--- src/rtl/core/rket_pkg.sv ---
// Shared types and codes for the keyed entry table.
`timescale 1ns / 1ps

package rket_pkg;

  localparam int KEY_W   = 64;
  localparam int PATH_W  = 64;
  localparam int COUNT_W = 16;
  localparam int TOTAL_W = 24;

  localparam logic [1:0] ACT_LOOKUP = 2'd0;
  localparam logic [1:0] ACT_GET    = 2'd1;
  localparam logic [1:0] ACT_PUT    = 2'd2;

  localparam logic [2:0] ST_OK        = 3'd0;
  localparam logic [2:0] ST_NOT_FOUND = 3'd1;
  localparam logic [2:0] ST_MISMATCH  = 3'd2;
  localparam logic [2:0] ST_FULL      = 3'd3;
  localparam logic [2:0] ST_NOTHING   = 3'd4;

  localparam logic [COUNT_W-1:0] COUNT_MAX = '1;
  localparam logic [TOTAL_W-1:0] TOTAL_MAX = '1;

  typedef struct packed {
    logic [KEY_W-1:0]   key;
    logic [PATH_W-1:0]  path;
    logic               flag;
    logic [COUNT_W-1:0] count;
  } slot_t;

  localparam int SLOT_W = $bits(slot_t);

  typedef struct packed {
    logic done;
    logic match;
    logic free_avail;
  } scan_stat_t;

endpackage

--- src/rtl/core/refcounted_keyed_entry_table_core.sv ---
// Top level of the reference-counted keyed entry table.
//
//   channel   signals                                              direction
//   request   start, busy, action, key, path_tag, hijacker_flag,   in (busy out)
//             initial_count
//   result    done, status, found_path_tag, found_flag,            out
//             found_count, enabled
//
// A request transfers when start is high and busy is low. Requests with a
// zero key, an unused action or a put with nothing held answer in the cycle
// after the transfer. All others walk the slot RAM one entry a cycle through
// its read port, then answer from the scan result.
// Reset empties the table at once through per-entry valid bits.
// done is high for one cycle per result; the receiver cannot stall.
`timescale 1ns / 1ps

module refcounted_keyed_entry_table_core import rket_pkg::*; #(
  parameter int ENTRIES = 16
) (
  input  logic               clk,
  input  logic               rst,
  input  logic               start,
  output logic               busy,
  input  logic [1:0]         action,
  input  logic [KEY_W-1:0]   key,
  input  logic [PATH_W-1:0]  path_tag,
  input  logic               hijacker_flag,
  input  logic [COUNT_W-1:0] initial_count,
  output logic               done,
  output logic [2:0]         status,
  output logic [PATH_W-1:0]  found_path_tag,
  output logic               found_flag,
  output logic [COUNT_W-1:0] found_count,
  output logic               enabled
);

  localparam int IW = (ENTRIES > 1) ? $clog2(ENTRIES) : 1;

  typedef enum logic [1:0] {
    S_IDLE = 2'b01,
    S_SCAN = 2'b10
  } state_t;

  state_t               state;
  logic [ENTRIES-1:0]   valid;
  logic [TOTAL_W-1:0]   total;

  logic [1:0]           req_action;
  logic [KEY_W-1:0]     req_key;
  logic [PATH_W-1:0]    req_path;
  logic                 req_flag;
  logic [COUNT_W-1:0]   req_init;

  logic                 accept;
  logic                 needs_scan;
  logic [2:0]           imm_status;

  logic                 rd_en;
  logic [IW-1:0]        rd_addr;
  logic [SLOT_W-1:0]    ram_rdata;
  scan_stat_t           scan_stat;
  logic [IW-1:0]        match_idx;
  logic [IW-1:0]        free_idx;
  slot_t                match_slot;
  logic                 decide;

  logic                 we;
  logic [IW-1:0]        waddr;
  slot_t                wslot;
  logic                 set_valid;
  logic                 clr_valid;
  logic [TOTAL_W-1:0]   total_next;
  logic [2:0]           status_next;
  logic                 lookup_hit;
  logic [COUNT_W-1:0]   count_dn;

  assign busy   = (state != S_IDLE);
  assign accept = start && !busy;
  assign decide = (state == S_SCAN) && scan_stat.done;

  always_comb begin
    needs_scan = 1'b0;
    imm_status = ST_NOT_FOUND;
    if (key != '0) begin
      unique case (action)
        ACT_LOOKUP, ACT_GET: needs_scan = 1'b1;
        ACT_PUT: begin
          if (total == '0) begin
            imm_status = ST_NOTHING;
          end else begin
            needs_scan = 1'b1;
          end
        end
        default: needs_scan = 1'b0;
      endcase
    end
  end

  rket_ram #(
    .WIDTH(SLOT_W),
    .DEPTH(ENTRIES),
    .AW   (IW)
  ) u_ram (
    .clk  (clk),
    .we   (we),
    .waddr(waddr),
    .wdata(wslot),
    .re   (rd_en),
    .raddr(rd_addr),
    .rdata(ram_rdata)
  );

  rket_scan #(
    .ENTRIES(ENTRIES),
    .IW     (IW)
  ) u_scan (
    .clk       (clk),
    .rst       (rst),
    .go        (accept && needs_scan),
    .key       (req_key),
    .valid     (valid),
    .rd_en     (rd_en),
    .rd_addr   (rd_addr),
    .rd_slot   (slot_t'(ram_rdata)),
    .stat      (scan_stat),
    .match_idx (match_idx),
    .free_idx  (free_idx),
    .match_slot(match_slot)
  );

  assign count_dn = (match_slot.count != '0) ? match_slot.count - 1'b1 : '0;

  always_comb begin
    we          = 1'b0;
    waddr       = match_idx;
    wslot       = '{key: req_key, path: match_slot.path, flag: match_slot.flag,
                    count: match_slot.count};
    set_valid   = 1'b0;
    clr_valid   = 1'b0;
    total_next  = total;
    status_next = ST_NOT_FOUND;
    lookup_hit  = 1'b0;
    if (decide) begin
      unique case (req_action)
        ACT_LOOKUP: begin
          if (scan_stat.match) begin
            status_next = ST_OK;
            lookup_hit  = 1'b1;
          end
        end
        ACT_GET: begin
          if (scan_stat.match) begin
            if (match_slot.path != req_path || match_slot.flag != req_flag) begin
              status_next = ST_MISMATCH;
            end else begin
              we          = 1'b1;
              wslot.count = (match_slot.count == COUNT_MAX) ? match_slot.count
                                                            : match_slot.count + 1'b1;
              total_next  = (total == TOTAL_MAX) ? total : total + 1'b1;
              status_next = ST_OK;
            end
          end else if (scan_stat.free_avail) begin
            we          = 1'b1;
            waddr       = free_idx;
            wslot       = '{key: req_key, path: req_path, flag: req_flag,
                            count: req_init};
            set_valid   = 1'b1;
            total_next  = (total == TOTAL_MAX) ? total : total + 1'b1;
            status_next = ST_OK;
          end else begin
            status_next = ST_FULL;
          end
        end
        ACT_PUT: begin
          if (scan_stat.match) begin
            // Drop the valid bit when the count runs out; the slot then reads as free.
            if (count_dn == '0) begin
              clr_valid = 1'b1;
            end else begin
              we          = 1'b1;
              wslot.count = count_dn;
            end
            total_next  = total - 1'b1;
            status_next = ST_OK;
          end
        end
        default: status_next = ST_NOT_FOUND;
      endcase
    end
  end

  always_ff @(posedge clk) begin
    if (rst) begin
      state <= S_IDLE;
      valid <= '0;
      total <= '0;
      done  <= 1'b0;
    end else begin
      done <= (accept && !needs_scan) || decide;
      unique case (state)
        S_IDLE: begin
          if (accept && needs_scan) begin
            state <= S_SCAN;
          end
        end
        S_SCAN: begin
          if (decide) begin
            state <= S_IDLE;
            total <= total_next;
            if (set_valid) begin
              valid[free_idx] <= 1'b1;
            end
            if (clr_valid) begin
              valid[match_idx] <= 1'b0;
            end
          end
        end
        default: state <= S_IDLE;
      endcase
    end
  end

  always_ff @(posedge clk) begin
    if (accept) begin
      req_action <= action;
      req_key    <= key;
      req_path   <= path_tag;
      req_flag   <= hijacker_flag;
      req_init   <= initial_count;
      if (!needs_scan) begin
        status         <= imm_status;
        found_path_tag <= '0;
        found_flag     <= 1'b0;
        found_count    <= '0;
        enabled        <= (total != '0);
      end
    end
    if (decide) begin
      status         <= status_next;
      found_path_tag <= lookup_hit ? match_slot.path : '0;
      found_flag     <= lookup_hit && match_slot.flag;
      found_count    <= lookup_hit ? match_slot.count : '0;
      enabled        <= (total_next != '0);
    end
  end

`ifndef ASSERT_OFF
  a_done_source: assert property (@(posedge clk) disable iff (rst)
    done |-> $past(decide || (accept && !needs_scan)))
    else $error("result strobe without a finished request");

  a_enabled_total: assert property (@(posedge clk) disable iff (rst)
    done |-> (enabled == (total != '0)))
    else $error("enabled disagrees with the total count");

  a_fail_no_change: assert property (@(posedge clk) disable iff (rst)
    (done && status != ST_OK) |-> $stable(total))
    else $error("failed request changed the total count");

  a_scan_only_busy: assert property (@(posedge clk) disable iff (rst)
    (rd_en || scan_stat.done) |-> (state == S_SCAN))
    else $error("table read outside a scan");
`endif

endmodule

--- src/rtl/core/rket_ram.sv ---
// Generic simple dual-port RAM with registered read.
`timescale 1ns / 1ps

module rket_ram #(
  parameter int WIDTH = 8,
  parameter int DEPTH = 16,
  parameter int AW    = (DEPTH > 1) ? $clog2(DEPTH) : 1
) (
  input  logic             clk,
  input  logic             we,
  input  logic [AW-1:0]    waddr,
  input  logic [WIDTH-1:0] wdata,
  input  logic             re,
  input  logic [AW-1:0]    raddr,
  output logic [WIDTH-1:0] rdata
);

  logic [WIDTH-1:0] mem [DEPTH];

  always_ff @(posedge clk) begin
    if (we) begin
      mem[waddr] <= wdata;
    end
    if (re) begin
      rdata <= mem[raddr];
    end
  end

endmodule

--- src/rtl/core/rket_scan.sv ---
// Slot scanner: walks the table once, finding the key and the first free slot.
`timescale 1ns / 1ps

module rket_scan import rket_pkg::*; #(
  parameter int ENTRIES = 16,
  parameter int IW      = (ENTRIES > 1) ? $clog2(ENTRIES) : 1
) (
  input  logic               clk,
  input  logic               rst,
  input  logic               go,
  input  logic [KEY_W-1:0]   key,
  input  logic [ENTRIES-1:0] valid,
  output logic               rd_en,
  output logic [IW-1:0]      rd_addr,
  input  slot_t              rd_slot,
  output scan_stat_t         stat,
  output logic [IW-1:0]      match_idx,
  output logic [IW-1:0]      free_idx,
  output slot_t              match_slot
);

  localparam logic [IW-1:0] LAST = IW'(ENTRIES - 1);

  logic            issuing;
  logic [IW-1:0]   issue_idx;
  logic            rd_pend;
  logic [IW-1:0]   rd_idx;
  logic [KEY_W-1:0] eff_key;

  assign rd_en   = issuing;
  assign rd_addr = issue_idx;
  // An entry without its valid bit reads as a free slot.
  assign eff_key = valid[rd_idx] ? rd_slot.key : '0;

  always_ff @(posedge clk) begin
    if (rst) begin
      issuing   <= 1'b0;
      issue_idx <= '0;
      rd_pend   <= 1'b0;
      stat      <= '0;
    end else begin
      rd_pend   <= issuing;
      stat.done <= rd_pend && (rd_idx == LAST);
      if (go) begin
        issuing         <= 1'b1;
        issue_idx       <= '0;
        stat.match      <= 1'b0;
        stat.free_avail <= 1'b0;
      end else begin
        if (issuing) begin
          if (issue_idx == LAST) begin
            issuing <= 1'b0;
          end else begin
            issue_idx <= issue_idx + 1'b1;
          end
        end
        if (rd_pend) begin
          if (!stat.match && eff_key == key) begin
            stat.match <= 1'b1;
          end
          if (!stat.free_avail && eff_key == '0) begin
            stat.free_avail <= 1'b1;
          end
        end
      end
    end
  end

  always_ff @(posedge clk) begin
    rd_idx <= issue_idx;
    if (rd_pend && !stat.match && eff_key == key) begin
      match_idx  <= rd_idx;
      match_slot <= rd_slot;
    end
    if (rd_pend && !stat.free_avail && eff_key == '0) begin
      free_idx <= rd_idx;
    end
  end

endmodule

--- config.mk ---
export PLATFORM = sky130hd
export DESIGN_NAME = refcounted_keyed_entry_table_core
export DESIGN_NICKNAME = d
export VERILOG_FILES = /design/src/rtl/core/rket_pkg.sv /design/src/rtl/core/refcounted_keyed_entry_table_core.sv /design/src/rtl/core/rket_ram.sv /design/src/rtl/core/rket_scan.sv
export SDC_FILE = /design/constraint.sdc
export NUM_CORES = 2
export LEC_CHECK = 0
export ABC_AREA = 1
export BUFFER_PORTS_ARGS = -buffer_cell sky130_fd_sc_hd__buf_4
export CAP_MARGIN = 40
export CORE_MARGIN = 10
export CORE_UTILIZATION = 55
export DETAILED_ROUTE_END_ITERATION = 10
export PLACE_DENSITY_LB_ADDON = 0.25
export SETUP_SLACK_MARGIN = 0.05
export SLEW_MARGIN = 5
export SYNTH_ARGS = -nofsm -noshare
export SYNTH_HDL_FRONTEND = slang
export SYNTH_HIERARCHICAL = 1
export SYNTH_SLANG_ARGS = --single-unit
--- constraint.sdc ---
create_clock -name clk -period 8.98 [get_ports clk]
set_input_delay 0.449 -clock clk [delete_from_list [all_inputs] [get_ports clk]]
set_output_delay 0.449 -clock clk [all_outputs]
set_load 0.05 [all_outputs]
==> impl.org <==
** Run status
- Outcome :: finished clean

** Cells and area
- Multi-input gate area :: between 20000 and 30000 um^2
- Post-Route Utilization :: approximately 63%
- Relative to the synthesized area, the layout overhead comes to 13.14%.
- Number of nets in the finished design :: 11890
- The sequential cells in the finished layout cover a total of roughly 85000 um^2.
- Filler cell count :: about 17000
- Fraction of final layout cells with drive strength greater than 1 :: approximately 8.0%

** Clocking
- TritonCTS clock tree :: yes
- Clock network latency to the later pin of the worst-skew pair :: ~0.96 ns
- Clock transition at the registers of the reported paths :: 0.06 ns
- Max Buffers Root-to-Sink :: 4
- After clock tree synthesis, the flow added hold-fix buffers numbering about 150.
- The tree built by TritonCTS fans out to 2842 sinks.
- Clock tree synthesis selected as its root buffer the cell sky130_fd_sc_hd__clkbuf_16.
- Buffers inserted during post-CTS setup optimization :: 0
- The H-tree was split into 5 levels.
- Post-CTS sizing :: 0
- TritonCTS created roughly 310 clock buffers.

** Worst setup path
- The worst setup path is captured at a register.
- Along the worst path, the maximum fanout reaches 37.
- Required arrival time at the worst endpoint :: between 9 and 10 ns
- Setup slack on the worst reg-to-reg path comes out at 2.26 ns.
- The critical path is of the reg -> reg type.
- The worst register-to-register path ends at u_ram/mem[8][68].
- The worst setup path is launched from a register.
- STA puts the critical path data arrival time at 7.28 ns.
- In this run the critical register-to-register path is launched from u_scan/match_slot[51].
- Number of cells on the worst reg-to-reg path :: 17

** Drt
- Before antenna repair, the detailed router went through 6 iterations.
- Mean routed wirelength per cell :: between 20 and 25 um
- Final Routed Wirelength :: about 340 mm
- Drt via density :: 5.670
- The detailed router finished its first iteration with a little over 10000 violations.
- Once detail routing completed, the nets flagged for antenna violations numbered 0.
- After detailed routing, the number of remaining DRC violations is 0.
- Detailed-route via count :: between 80000 and 90000

** Floorplanning
- Die width :: a little under 500 um
- The floorplan has approximately 170 rows.
- Core footprint :: 219700 um^2
- roughly 240 I/O pins were placed.
- The floorplan step defined a die boundary enclosing around 240000 um^2.
- For this configuration, the core starts out at a cell density of 55.30%.
- Measured along the y axis, the die boundary spans ~500 um.

** Global route
- First-pass GRT wire length :: around 510 mm
- Global routing consumed, over all layers together, a little over a quarter of the routing resources.
- Maximum number of pins on one net before global-route repair :: between 200 and 250
- Vias in the first global route :: between 80000 and 90000
- The total overflow left after global routing is 0.
- The initial antenna violation count is 11.

** Timing
- Setup repair after global routing left no endpoint under its margin.
- Final critical delay including setup and external delays :: 6.717 ns
- Period Utilization, post-route :: about three quarters
- Final Hold Fails :: 0
- Transition time of the tightest slew-check pin :: around 1.2 ns
- Setup violations remaining at the end of the flow were counted as 0.
- Clk_skew :: 0.07182 ns
- Headroom to the max-slew limit :: between 15 and 20%
- Maximum frequency from static timing analysis :: 0.1489 GHz
- Final number of max-transition violations :: 0
- Worst Slack Setup Final :: 2.263 ns
- For the final routed database, the setup TNS stands at 0 ns.

** Placed design
- Detailed placement finished with a half-perimeter wire length of about 190 mm.
- Routability cong. :: slightly below 0.9
- Placement Setup Slack :: 2.445 ns
- In this run the tool buffered the top-level ports with around 240 buffer cells.

** Logic synthesis
- Synth Cell Area :: 121500 um^2
- Total of warnings raised by yosys :: 6
- Synthesized area divided by synthesized cell count :: between 10 and 15 um^2
- The cell count after synthesis came out at 11410.
- Number of nets in the synthesized netlist :: between 10000 and 15000

** Pwr
- The worst-case IR drop observed on VDD is between 150 and 200 uV.
- Cell Pwr Density :: slightly above 200 nW/um^2
- Total leakage power :: approximately 54 nW

** Run
- The tool flagged a number of max-cap violations equal to 0.

** Hold path
- End of the worst hold path :: state[1]
- The startpoint identified for the worst hold timing path is start.
- Counting instances, the worst hold path has a depth of 5.
- Class of the tightest hold or removal check :: in -> reg
[flip-flops by register name, indices dropped and copies added (netlist names), 2 cells and up]
signal	count
found_path_tag	64
total	24
valid	16
state	2
u_scan/free_idx	4
req_key	64
req_init	16
status	3
u_scan/match_idx	4
u_scan/rd_idx	4
u_scan/match_slot	81
u_ram/rdata	145
found_count	16
u_scan/stat	3
u_ram/mem	2320
req_action	2
req_path	64
u_scan/rd_addr	4
[through the flow]
stage          instance area, um^2  cells  power (mW)  hold WS [ns]
2_1_floorplan               121500  11410       15.66        0.3885
6_report                    137500  14900       27.83        0.1608
5_1_grt                     137500  14900       28.61        0.1398
4_1_cts                     137500  14890       27.96       0.08250
3_3_place_gp                126200  14200       16.06        0.4019
3_5_place_dp                126700  14230       16.09        0.4045
[critical path, cell delays in order, from the launching register on]
cell	delay (ns)
sky130_fd_sc_hd__edfxtp_1	0.38
sky130_fd_sc_hd__inv_1	0.12
sky130_fd_sc_hd__nand2_1	0.07
sky130_fd_sc_hd__nand2_1	0.07
sky130_fd_sc_hd__inv_1	0.04
sky130_fd_sc_hd__nor2_1	0.13
sky130_fd_sc_hd__nand2_1	0.07
sky130_fd_sc_hd__nor2_1	0.16
sky130_fd_sc_hd__nand2_1	0.40
sky130_fd_sc_hd__nor2_1	0.73
sky130_fd_sc_hd__nand3_2	0.84
sky130_fd_sc_hd__o21ai_0	0.50
sky130_fd_sc_hd__nand2_1	0.08
sky130_fd_sc_hd__a21oi_1	0.68
sky130_fd_sc_hd__nand3b_1	0.50
sky130_fd_sc_hd__nor2_4	0.29
sky130_fd_sc_hd__buf_4	0.43
sky130_fd_sc_hd__buf_4	0.74
[layer usage]
layer | wire length [um] | track usage [%] | up-vias
met5 | 69 | 0 | -
met4 | 11020 | 8.746 | 10
met3 | 30850 | 4.368 | 723
met2 | 158000 | 43.58 | 4240
met1 | 137500 | 38.21 | 40900
li1 | - | - | 38610
[area by class of cell]
cell class                 instances  area share (%)
inverter                        1267           3.491
timing repair buffer             590           4.007
sequential                      2842           61.69
clock inverter                   132          0.8255
clock buffer                     389           5.952
multi-input combinational       6717           21.34
antenna                            5        0.009102
tap                             2958           2.692
[how the worst max path moves through the flow]
stage	from	to	slack (ns)	depth (start not counted)
after floorplan	req_action[1]	u_ram/mem[12][0]	0.13	11
after global placement	u_scan/match_slot[51]	u_ram/mem[15][105]	2.51	16
after detailed placement	u_scan/match_slot[51]	u_ram/mem[8][66]	2.45	17
after CTS	u_scan/match_slot[51]	u_ram/mem[8][41]	2.40	17
after global routing	u_scan/match_slot[51]	u_ram/mem[8][64]	1.98	17
final	u_scan/match_slot[51]	u_ram/mem[8][68]	2.26	17
[power breakdown]
part / internal (mW) / switching [mW] / total (mW)
Clock: 6.96 / 4.99 / 12.0
Sequential: 14.6 / 0.144 / 14.7
Combinational: 0.358 / 0.789 / 1.15
Total: 21.9 / 5.92 / 27.8
[placed cells by master, fill, tap and decap left out, types with 10 or more instances in the layout]
master / instances
sky130_fd_sc_hd__a21oi_1: 68
sky130_fd_sc_hd__buf_12: 38
sky130_fd_sc_hd__buf_16: 12
sky130_fd_sc_hd__buf_4: 389
sky130_fd_sc_hd__bufinv_16: 19
sky130_fd_sc_hd__clkbuf_1: 73
sky130_fd_sc_hd__clkbuf_16: 316
sky130_fd_sc_hd__clkinv_1: 65
sky130_fd_sc_hd__clkinv_2: 33
sky130_fd_sc_hd__clkinvlp_4: 10
sky130_fd_sc_hd__dfxtp_1: 50
sky130_fd_sc_hd__dlygate4sd3_1: 148
sky130_fd_sc_hd__edfxtp_1: 2786
sky130_fd_sc_hd__ha_1: 10
sky130_fd_sc_hd__inv_1: 1244
sky130_fd_sc_hd__inv_2: 11
sky130_fd_sc_hd__nand2_1: 3932
sky130_fd_sc_hd__nand3_1: 1808
sky130_fd_sc_hd__nand3b_1: 47
sky130_fd_sc_hd__nand4_1: 66
sky130_fd_sc_hd__nor2_1: 347
sky130_fd_sc_hd__nor2_4: 24
sky130_fd_sc_hd__nor3_1: 25
sky130_fd_sc_hd__nor4_1: 22
sky130_fd_sc_hd__o21ai_0: 133
sky130_fd_sc_hd__o21ai_1: 38
sky130_fd_sc_hd__o22ai_1: 20
sky130_fd_sc_hd__or2_2: 33
sky130_fd_sc_hd__xnor2_1: 30
sky130_fd_sc_hd__xor2_1: 38
No activity file was read; power rests on OpenSTA's default activity.
